--- src/sv/band_meter_fall_and_peak_hold_defines.svh ---
// Assertion macros shared by the band meter RTL.
`ifndef BAND_METER_FALL_AND_PEAK_HOLD_DEFINES_SVH
`define BAND_METER_FALL_AND_PEAK_HOLD_DEFINES_SVH

// Same-cycle implication, checked on clk outside reset.
`define BMFP_ASSERT_SAME(lbl, ante, cons, msg) \
  lbl: assert property (@(posedge clk) disable iff (!rst_n) (ante) |-> (cons)) \
    else $error(msg);

// Next-cycle implication, checked on clk outside reset.
`define BMFP_ASSERT_NEXT(lbl, ante, cons, msg) \
  lbl: assert property (@(posedge clk) disable iff (!rst_n) (ante) |=> (cons)) \
    else $error(msg);

`endif

--- src/sv/bmfp_pkg.sv ---
// Shared types, constants and helpers of the band meter.
package bmfp_pkg;

  localparam int NUM_BANDS = 64;
  localparam int BAND_W    = 6;
  localparam int LEVEL_W   = 16;
  localparam int HOLD_W    = 7;
  localparam int ADDR_W    = (NUM_BANDS > 1) ? $clog2(NUM_BANDS) : 1;
  localparam int PADDR_W   = 4;
  localparam int PDATA_W   = 32;

  localparam logic [LEVEL_W-1:0] FALL_STEP_RST   = 16'd3277;
  localparam logic [HOLD_W-1:0]  PEAK_HOLD_RST   = 7'd70;
  localparam logic               SLOW_FALLS_RST  = 1'b1;
  localparam logic               PEAKS_EN_RST    = 1'b0;

  typedef enum logic [1:0] {
    REG_FALL_STEP  = 2'd0,
    REG_PEAK_HOLD  = 2'd1,
    REG_SLOW_FALLS = 2'd2,
    REG_PEAKS_EN   = 2'd3
  } reg_idx_t;

  typedef struct packed {
    logic [LEVEL_W-1:0] shown;
    logic [LEVEL_W-1:0] peak;
    logic [HOLD_W-1:0]  hold;
  } entry_t;

  localparam int ENTRY_W = $bits(entry_t);

  // Subtract with floor at zero.
  function automatic logic [LEVEL_W-1:0] sat_sub(input logic [LEVEL_W-1:0] a,
                                                 input logic [LEVEL_W-1:0] b);
    logic [LEVEL_W:0] diff;
    diff = {1'b0, a} - {1'b0, b};
    return diff[LEVEL_W] ? '0 : diff[LEVEL_W-1:0];
  endfunction

endpackage

--- src/sv/bmfp_ram.sv ---
// Generic simple dual-port RAM with registered read, old data on collision.
module bmfp_ram #(
  parameter int WIDTH = 8,
  parameter int DEPTH = 16,
  parameter int AW    = (DEPTH > 1) ? $clog2(DEPTH) : 1
) (
  input  logic             clk,
  input  logic             we,
  input  logic [AW-1:0]    wr_addr,
  input  logic [WIDTH-1:0] wr_data,
  input  logic             rd_en,
  input  logic [AW-1:0]    rd_addr,
  output logic [WIDTH-1:0] rd_data
);

  logic [WIDTH-1:0] mem_r [DEPTH];
  logic [WIDTH-1:0] rd_data_r;

  always_ff @(posedge clk) begin
    if (we) begin
      mem_r[wr_addr] <= wr_data;
    end
    if (rd_en) begin
      rd_data_r <= mem_r[rd_addr];
    end
  end

  assign rd_data = rd_data_r;

endmodule

--- src/sv/band_meter_fall_and_peak_hold.sv ---
// Pipe: stage 1 holds the accepted request, stage 2 updates the shown level, stage 3 loads out_* (3-stage pipe).
// Throughput: one request per cycle unless stalled, every band, back to back on the same band too;
//   a per-band RAM read at accept plus forwarding from stages 2 and 3 sets this.
// Stall: the whole pipe freezes only while a result waits and out_ready is low.
// Reset (rst_n, synchronous): registers to defaults, all bands unseen, pipe empty.
// No clearing pass: unseen bands read hold 0 and ignore the RAM.
`include "band_meter_fall_and_peak_hold_defines.svh"

module band_meter_fall_and_peak_hold (
  input  logic                            clk,
  input  logic                            rst_n,
  // request channel
  input  logic                            in_valid,
  output logic                            in_ready,
  input  logic [bmfp_pkg::BAND_W-1:0]     in_band_index,
  input  logic [bmfp_pkg::LEVEL_W-1:0]    in_band_level,
  // result channel
  output logic                            out_valid,
  input  logic                            out_ready,
  output logic [bmfp_pkg::BAND_W-1:0]     out_band,
  output logic [bmfp_pkg::LEVEL_W-1:0]    out_shown_level,
  output logic [bmfp_pkg::LEVEL_W-1:0]    out_peak_level,
  // configuration port
  input  logic                            psel,
  input  logic                            penable,
  input  logic                            pwrite,
  input  logic [bmfp_pkg::PADDR_W-1:0]    paddr,
  input  logic [bmfp_pkg::PDATA_W-1:0]    pwdata,
  output logic [bmfp_pkg::PDATA_W-1:0]    prdata,
  output logic                            pready
);
  import bmfp_pkg::*;

  // ---------------------------------------------------------------------------
  // Configuration registers
  // ---------------------------------------------------------------------------
  logic [LEVEL_W-1:0] fall_step_r;
  logic [HOLD_W-1:0]  peak_hold_r;
  logic               slow_falls_r;
  logic               peaks_en_r;
  logic               cfg_wr;
  reg_idx_t           cfg_idx;

  assign pready  = 1'b1;
  assign cfg_wr  = psel && penable && pwrite;
  assign cfg_idx = reg_idx_t'(paddr[3:2]);

  always_ff @(posedge clk) begin
    if (!rst_n) begin
      fall_step_r  <= FALL_STEP_RST;
      peak_hold_r  <= PEAK_HOLD_RST;
      slow_falls_r <= SLOW_FALLS_RST;
      peaks_en_r   <= PEAKS_EN_RST;
    end else if (cfg_wr) begin
      case (cfg_idx)
        REG_FALL_STEP:  fall_step_r  <= pwdata[LEVEL_W-1:0];
        REG_PEAK_HOLD:  peak_hold_r  <= pwdata[HOLD_W-1:0];
        REG_SLOW_FALLS: slow_falls_r <= pwdata[0];
        REG_PEAKS_EN:   peaks_en_r   <= pwdata[0];
        default: ;
      endcase
    end
  end

  always_comb begin
    prdata = '0;
    case (cfg_idx)
      REG_FALL_STEP:  prdata[LEVEL_W-1:0] = fall_step_r;
      REG_PEAK_HOLD:  prdata[HOLD_W-1:0]  = peak_hold_r;
      REG_SLOW_FALLS: prdata[0]           = slow_falls_r;
      REG_PEAKS_EN:   prdata[0]           = peaks_en_r;
      default:        prdata              = '0;
    endcase
  end

  // ---------------------------------------------------------------------------
  // Pipe control: every stage advances together unless the result is stuck.
  // ---------------------------------------------------------------------------
  logic advance;
  logic out_valid_r;

  assign advance  = !(out_valid_r && !out_ready);
  assign in_ready = advance;

  // ---------------------------------------------------------------------------
  // Band state: shown/peak/hold in RAM, seen bits in flops.
  // The RAM is read at accept; writes land as an item leaves stage 2.
  // ---------------------------------------------------------------------------
  logic               seen_r [NUM_BANDS];
  logic               wr_en;
  logic [ADDR_W-1:0]  wr_addr;
  entry_t             wr_entry;
  logic [ENTRY_W-1:0] rd_data;
  entry_t             rd_entry;

  bmfp_ram #(
    .WIDTH (ENTRY_W),
    .DEPTH (NUM_BANDS)
  ) u_state_ram (
    .clk     (clk),
    .we      (wr_en),
    .wr_addr (wr_addr),
    .wr_data (wr_entry),
    .rd_en   (advance),
    .rd_addr (ADDR_W'(in_band_index)),
    .rd_data (rd_data)
  );

  assign rd_entry = entry_t'(rd_data);

  always_ff @(posedge clk) begin
    if (!rst_n) begin
      for (int i = 0; i < NUM_BANDS; i++) begin
        seen_r[i] <= 1'b0;
      end
    end else if (wr_en) begin
      seen_r[wr_addr] <= 1'b1;
    end
  end

  // ---------------------------------------------------------------------------
  // Stage 1: accepted request, RAM read in flight.
  // ---------------------------------------------------------------------------
  logic               s1_valid_r;
  logic [BAND_W-1:0]  s1_band_r;
  logic [LEVEL_W-1:0] s1_level_r;

  always_ff @(posedge clk) begin
    if (!rst_n) begin
      s1_valid_r <= 1'b0;
    end else if (advance) begin
      s1_valid_r <= in_valid;
    end
  end

  always_ff @(posedge clk) begin
    if (advance) begin
      s1_band_r  <= in_band_index;
      s1_level_r <= in_band_level;
    end
  end

  // ---------------------------------------------------------------------------
  // Stage 2 logic: merge newer writes, update the shown level.
  // ---------------------------------------------------------------------------
  logic               s2_valid_r;
  logic [BAND_W-1:0]  s2_band_r;
  logic               s2_inr_r;
  logic               s2_first_r;
  logic [LEVEL_W-1:0] s2_shown_r;
  logic [LEVEL_W-1:0] s2_peak_r;
  logic [HOLD_W-1:0]  s2_hold_r;

  logic               s3_inr_r;
  logic               s3_pen_r;
  logic [HOLD_W-1:0]  s3_hold_r;
  logic [BAND_W-1:0]  out_band_r;
  logic [LEVEL_W-1:0] out_shown_r;
  logic [LEVEL_W-1:0] out_peak_r;

  logic               s1_inr;
  logic [ADDR_W-1:0]  s1_addr;
  logic               hit2;
  logic               hit3;
  logic               s1_seen;
  logic [LEVEL_W-1:0] old_shown;
  logic [LEVEL_W-1:0] fell;
  logic [LEVEL_W-1:0] shown_nxt;
  logic [LEVEL_W-1:0] peak_fwd;
  logic [HOLD_W-1:0]  hold_fwd;

  assign s1_inr  = (9'(s1_band_r) < 9'(NUM_BANDS));
  assign s1_addr = ADDR_W'(s1_band_r);
  // Stage 2 holds the newest pending item, stage 3 the one the RAM read missed.
  assign hit2    = s2_valid_r && s2_inr_r && (s2_band_r == s1_band_r);
  assign hit3    = out_valid_r && s3_inr_r && (out_band_r == s1_band_r);
  assign s1_seen = hit2 || hit3 || (s1_inr && seen_r[s1_addr]);

  always_comb begin
    if (hit2) begin
      old_shown = s2_shown_r;
    end else if (hit3) begin
      old_shown = out_shown_r;
    end else begin
      old_shown = rd_entry.shown;
    end
    // Peak and hold of stage 2 are not final yet; stage 3 patches them in.
    if (!s1_seen) begin
      peak_fwd = s1_level_r;
      hold_fwd = '0;
    end else if (hit3) begin
      peak_fwd = out_peak_r;
      hold_fwd = s3_hold_r;
    end else begin
      peak_fwd = rd_entry.peak;
      hold_fwd = rd_entry.hold;
    end
    fell = sat_sub(old_shown, fall_step_r);
    if (s1_inr && s1_seen && slow_falls_r && (s1_level_r < old_shown)) begin
      shown_nxt = (fell < s1_level_r) ? s1_level_r : fell;
    end else begin
      shown_nxt = s1_level_r;
    end
  end

  always_ff @(posedge clk) begin
    if (!rst_n) begin
      s2_valid_r <= 1'b0;
    end else if (advance) begin
      s2_valid_r <= s1_valid_r;
    end
  end

  always_ff @(posedge clk) begin
    if (advance) begin
      s2_band_r  <= s1_band_r;
      s2_inr_r   <= s1_inr;
      s2_first_r <= !s1_seen;
      s2_shown_r <= shown_nxt;
      s2_peak_r  <= peak_fwd;
      s2_hold_r  <= hold_fwd;
    end
  end

  // ---------------------------------------------------------------------------
  // Stage 3 logic: peak hold and fall, write back, load the result register.
  // ---------------------------------------------------------------------------
  logic               hitc;
  logic [LEVEL_W-1:0] peak_in;
  logic [HOLD_W-1:0]  hold_in;
  logic [LEVEL_W-1:0] peak_fell;
  logic [LEVEL_W-1:0] peak_nxt;
  logic [HOLD_W-1:0]  hold_nxt;

  // The item ahead may be the same band; take its final peak and hold.
  assign hitc      = out_valid_r && s3_inr_r && (out_band_r == s2_band_r);
  assign peak_in   = hitc ? out_peak_r : s2_peak_r;
  assign hold_in   = hitc ? s3_hold_r : s2_hold_r;
  assign peak_fell = sat_sub(peak_in, fall_step_r);

  always_comb begin
    peak_nxt = peak_in;
    hold_nxt = hold_in;
    if (!s2_inr_r) begin
      peak_nxt = s2_shown_r;
    end else if (s2_first_r) begin
      peak_nxt = s2_shown_r;
      if (peaks_en_r) begin
        hold_nxt = peak_hold_r;
      end
    end else if (peaks_en_r) begin
      if (s2_shown_r >= peak_in) begin
        peak_nxt = s2_shown_r;
        hold_nxt = peak_hold_r;
      end else if (hold_in != '0) begin
        hold_nxt = hold_in - 1'b1;
      end else begin
        peak_nxt = (peak_fell < s2_shown_r) ? s2_shown_r : peak_fell;
      end
    end
  end

  assign wr_en          = advance && s2_valid_r && s2_inr_r;
  assign wr_addr        = ADDR_W'(s2_band_r);
  assign wr_entry.shown = s2_shown_r;
  assign wr_entry.peak  = peak_nxt;
  assign wr_entry.hold  = hold_nxt;

  always_ff @(posedge clk) begin
    if (!rst_n) begin
      out_valid_r <= 1'b0;
    end else if (advance) begin
      out_valid_r <= s2_valid_r;
    end
  end

  always_ff @(posedge clk) begin
    if (advance) begin
      out_band_r  <= s2_band_r;
      out_shown_r <= s2_shown_r;
      out_peak_r  <= peak_nxt;
      s3_hold_r   <= hold_nxt;
      s3_inr_r    <= s2_inr_r;
      s3_pen_r    <= peaks_en_r;
    end
  end

  assign out_valid       = out_valid_r;
  assign out_band        = out_band_r;
  assign out_shown_level = out_shown_r;
  assign out_peak_level  = out_peak_r;

  // ---------------------------------------------------------------------------
  // Checks
  // ---------------------------------------------------------------------------
  `BMFP_ASSERT_SAME(a_peak_not_below_shown, out_valid_r && s3_pen_r, out_peak_r >= out_shown_r, "peak below shown level with peaks on")
  `BMFP_ASSERT_NEXT(a_stage2_reaches_out, advance && s2_valid_r, out_valid_r, "stage 2 request lost on its way out")
  `BMFP_ASSERT_NEXT(a_written_band_seen, wr_en, seen_r[$past(wr_addr)], "written band not marked seen")

endmodule

--- config.mk ---
export PLATFORM = sky130hd
export DESIGN_NAME = band_meter_fall_and_peak_hold
export DESIGN_NICKNAME = d
export VERILOG_FILES = /design/src/sv/bmfp_pkg.sv /design/src/sv/bmfp_ram.sv /design/src/sv/band_meter_fall_and_peak_hold.sv
export VERILOG_INCLUDE_DIRS = /design/src /design/src/sv
export SDC_FILE = /design/constraint.sdc
export NUM_CORES = 2
export LEC_CHECK = 0
export ABC_AREA = 1
export BUFFER_PORTS_ARGS = -buffer_cell sky130_fd_sc_hd__buf_2
export CAP_MARGIN = 20
export CORE_ASPECT_RATIO = 0.6
export CORE_MARGIN = 10
export CORE_UTILIZATION = 40
export CTS_BUF_LIST = sky130_fd_sc_hd__clkbuf_4
export DETAILED_ROUTE_END_ITERATION = 16
export GPL_TIMING_DRIVEN = 0
export REMOVE_ABC_BUFFERS = 1
export SYNTH_ARGS = -nofsm -noshare
export SYNTH_HDL_FRONTEND = slang
export SYNTH_SLANG_ARGS = --single-unit
--- constraint.sdc ---
create_clock -name clk -period 7.5 [get_ports clk]
set_input_delay 1.125 -clock clk [delete_from_list [all_inputs] [get_ports clk]]
set_output_delay 1.125 -clock clk [all_outputs]
set_load 0.01 [all_outputs]
==> metrics <==
ys async rst share 0; reg2reg path depth 29; status completed; Hold Crit Class primary input to register; depth of the worst hold-timing path 3; CP startpoint s2_band_r[3]; worst-skew pair later-pin latency 1.37 ns; ys flop type edfxtp_1; Routed WL per cell 26.8 µm; Iteration-0 DRC Markers between 10,000 and 15,000; Mapped Avg Cell Area roughly 12 µm²; max cap viols 0; Finished Cell Area 0.129 mm²; initial antenna violation count 29; post-detail-place hpwl 209,000 µm; TNS Setup 0 ns; slew of the pin with the lowest slew margin between 1 and 1.5 ns; Power Total 35.2 mW; ANT nets after route 0; Layout Nets 9,676; Leak 43.3 nW; Mapped Cells approximately 9,100; length of the first detailed-routing pass in iterations 6; most common cell in the netlist edfxtp_1; CTS tree yes; Worst VDD drop about 0.13 mV; routed via count roughly 80,000; Overflow after GRT 0; IO Port Bufs 102; Reg2Reg Setup Slack 0.32 ns; Placeable Area 0.278 mm²; clock sink total between 2,000 and 3,000; crit end category register; Total Routed Length 366,000 µm; Slew Limit Fails 0; maximum number of pins on one net before global-route repair 164; vias in the first global route approximately 75,000; Peak Freq 139 MHz; mapped cell area ~0.11 mm²; Area contributors post-synth edfxtp_1 (71%), o21ai_0 (7.6%), nor2_1 (6.8%); startpoint types register; fin crit share 0.958; worst-path maximum fanout 46; post-layout util 0.465; most frequent CP cell nand2_1; crit path capture u_state_ram.mem_r[43][7]; worst r2r dst u_state_ram.mem_r[43][7]; Initial Utilization 0.402; gr usage total 0.229; chip width approximately 700 µm; CTS Buffer Depth 4; crit path DAT 8.25 ns; num rows 150; Final Hold Viols 0; area of placed instances 0.121 mm²; Via density 5.85; Slew HR 0.197; Final Critical Period 7.18 ns; P&R area growth vs syn 15.8%; CP peak stage delay 0.74 ns; crit path kind register to register; H-Tree Depth 6; area leader, netlist edfxtp_1; RSZ-0062 raised after global routing no; clk root buf clkbuf_4; first-pass GRT wire length 516,000 µm; r2r startpoint s2_band_r[3]; Final Wtd Congestion between 0.8 and 0.9; Yosys Warn Count 0; post-synthesis sequential area ratio 0.729; DRC viols 0; Die Area 0.302 mm²; critical path's slowest cell a21oi_4; share of layout cells above drive strength 1 0.151; PD cells 272 mW/mm²; Clock Skew roughly 0.15 ns; top cells by count, synth edfxtp_1 (2,648), nor2_1 (2,015), o21ai_0 (1,696); clock-pin slew on the worst setup and hold paths 0.08 ns; Seq cells post-synth 2,746; CTS Buf Count 609; count of cell types in the netlist just over 60; post-synth top area share 0.712; Die Y 429 µm; CP Data Required Time 8.57 ns; number of enable flip-flop cells after synthesis 2,648; setup violators final 0; I/O pins 138
==> kinds of logic (layout without fill, tap and decap cells) <==
group	Yosys count	after routing	share of synthesized area
compound gates	2777	2785	0.138
flops	2746	2746	0.729
simple gates	2576	2576	0.0895
buf+inv	872	1689	0.0311
fa+ha+maj	96	96	0.0109
xor+xnor	17	17	0.00133
other cells	2	29	0.0000672
==> flip-flops by register name, summed over array words and instances (netlist names), 7 cells and up, named ones only <==
signal,count
fall_step_r,16
out_peak_level,16
out_shown_level,16
peak_hold_r,7
s1_level_r,16
s2_hold_r,7
s2_peak_r,16
s2_shown_r,16
s3_hold_r,7
seen_r,64
u_state_ram.mem_r,2496
u_state_ram.rd_data,39
==> critical path: cells and delay by family (launching register included) <==
kind	cells	cell delay, ns
flops	1	0.55
buf+inv	5	1.15
simple gates	15	2.20
fa+ha+maj	3	0.86
compound gates	6	2.02
==> through the flow <==
step	setup slack, ns	hold slack, ns	cells
global placement	-63.72	0.444	12299
global route	0.0863	0.0496	13655
floorplan	-12.54	0.435	8473
finish	0.315	0.0999	13662
CTS	0.174	0.00729	13619
detailed placement	0.293	0.449	12565
==> final cells by class <==
class / count / area [µm²]
multi-input cells: 5491 / 27700
flip-flops and latches: 2746 / 81500
clock inverters: 133 / 875
clock buffers: 889 / 6670
well taps: 3724 / 4660
fillers: 24463 / 149000
repair buffers: 423 / 6960
diodes: 12 / 30.0
inverters: 244 / 962
==> power by group <==
group	internal, mW	switching [mW]	total [mW]
clock	5.85	5.95	11.8
combinational	1.54	3.59	5.13
sequential	18.0	0.279	18.3
total	25.4	9.82	35.2
==> routing by layer <==
| layer | up-vias | GRT usage | routed length [µm] |
|---|---|---|---|
| li1 | 34712 | - | - |
| met1 | 39495 | 0.328 | 151000 |
| met2 | 4942 | 0.337 | 156000 |
| met3 | 754 | 0.0644 | 47200 |
| met4 | 18 | 0.0743 | 11600 |
| met5 | - | 0.00111 | 160 |
==> cell usage in the layout, fill, tap and decap left out, types with 14 or more instances in the layout <==
cell and n:
o21ai_0 1694, o21ai_1 15, dlygate4sd3_1 32, nand3_1 87, dfxtp_1 98, a21oi_4 20, buf_4 21, buf_16 96
nand4_1 14, inv_2 37, a21oi_1 119, inv_1 220, nand2_1 408, nor2_1 1951, o211ai_1 40, o22ai_1 778
clkbuf_4 891, buf_12 152, clkinv_1 83, buf_8 14, buf_2 99, ha_1 94, o21ai_2 16, o32ai_1 48
nor2_4 65, edfxtp_1 2648, conb_1 17
==> repair_timing <==
item | 4_1_cts | 5_1_grt
setup buffers | 0 | 15
resized for setup | 0 | 6
hold buffers | 32 | 0
setup endpoints to repair | 0 | 697
hold endpoints to repair | 33 | 0
==> how the worst min path moves through the flow <==
stage | slack (ns) | startpoint | endpoint
5_1_grt | 0.05 | pwdata[5] | fall_step_r[5]
6_report | 0.1 | pwdata[5] | fall_step_r[5]
3_5_place_dp | 0.45 | seen_r[50] | seen_r[50]
4_1_cts | 0.007 | pwdata[5] | fall_step_r[5]
2_1_floorplan | 0.43 | seen_r[10] | seen_r[10]
3_3_place_gp | 0.44 | seen_r[57] | seen_r[57]
(Power assumes the default switching activity.)
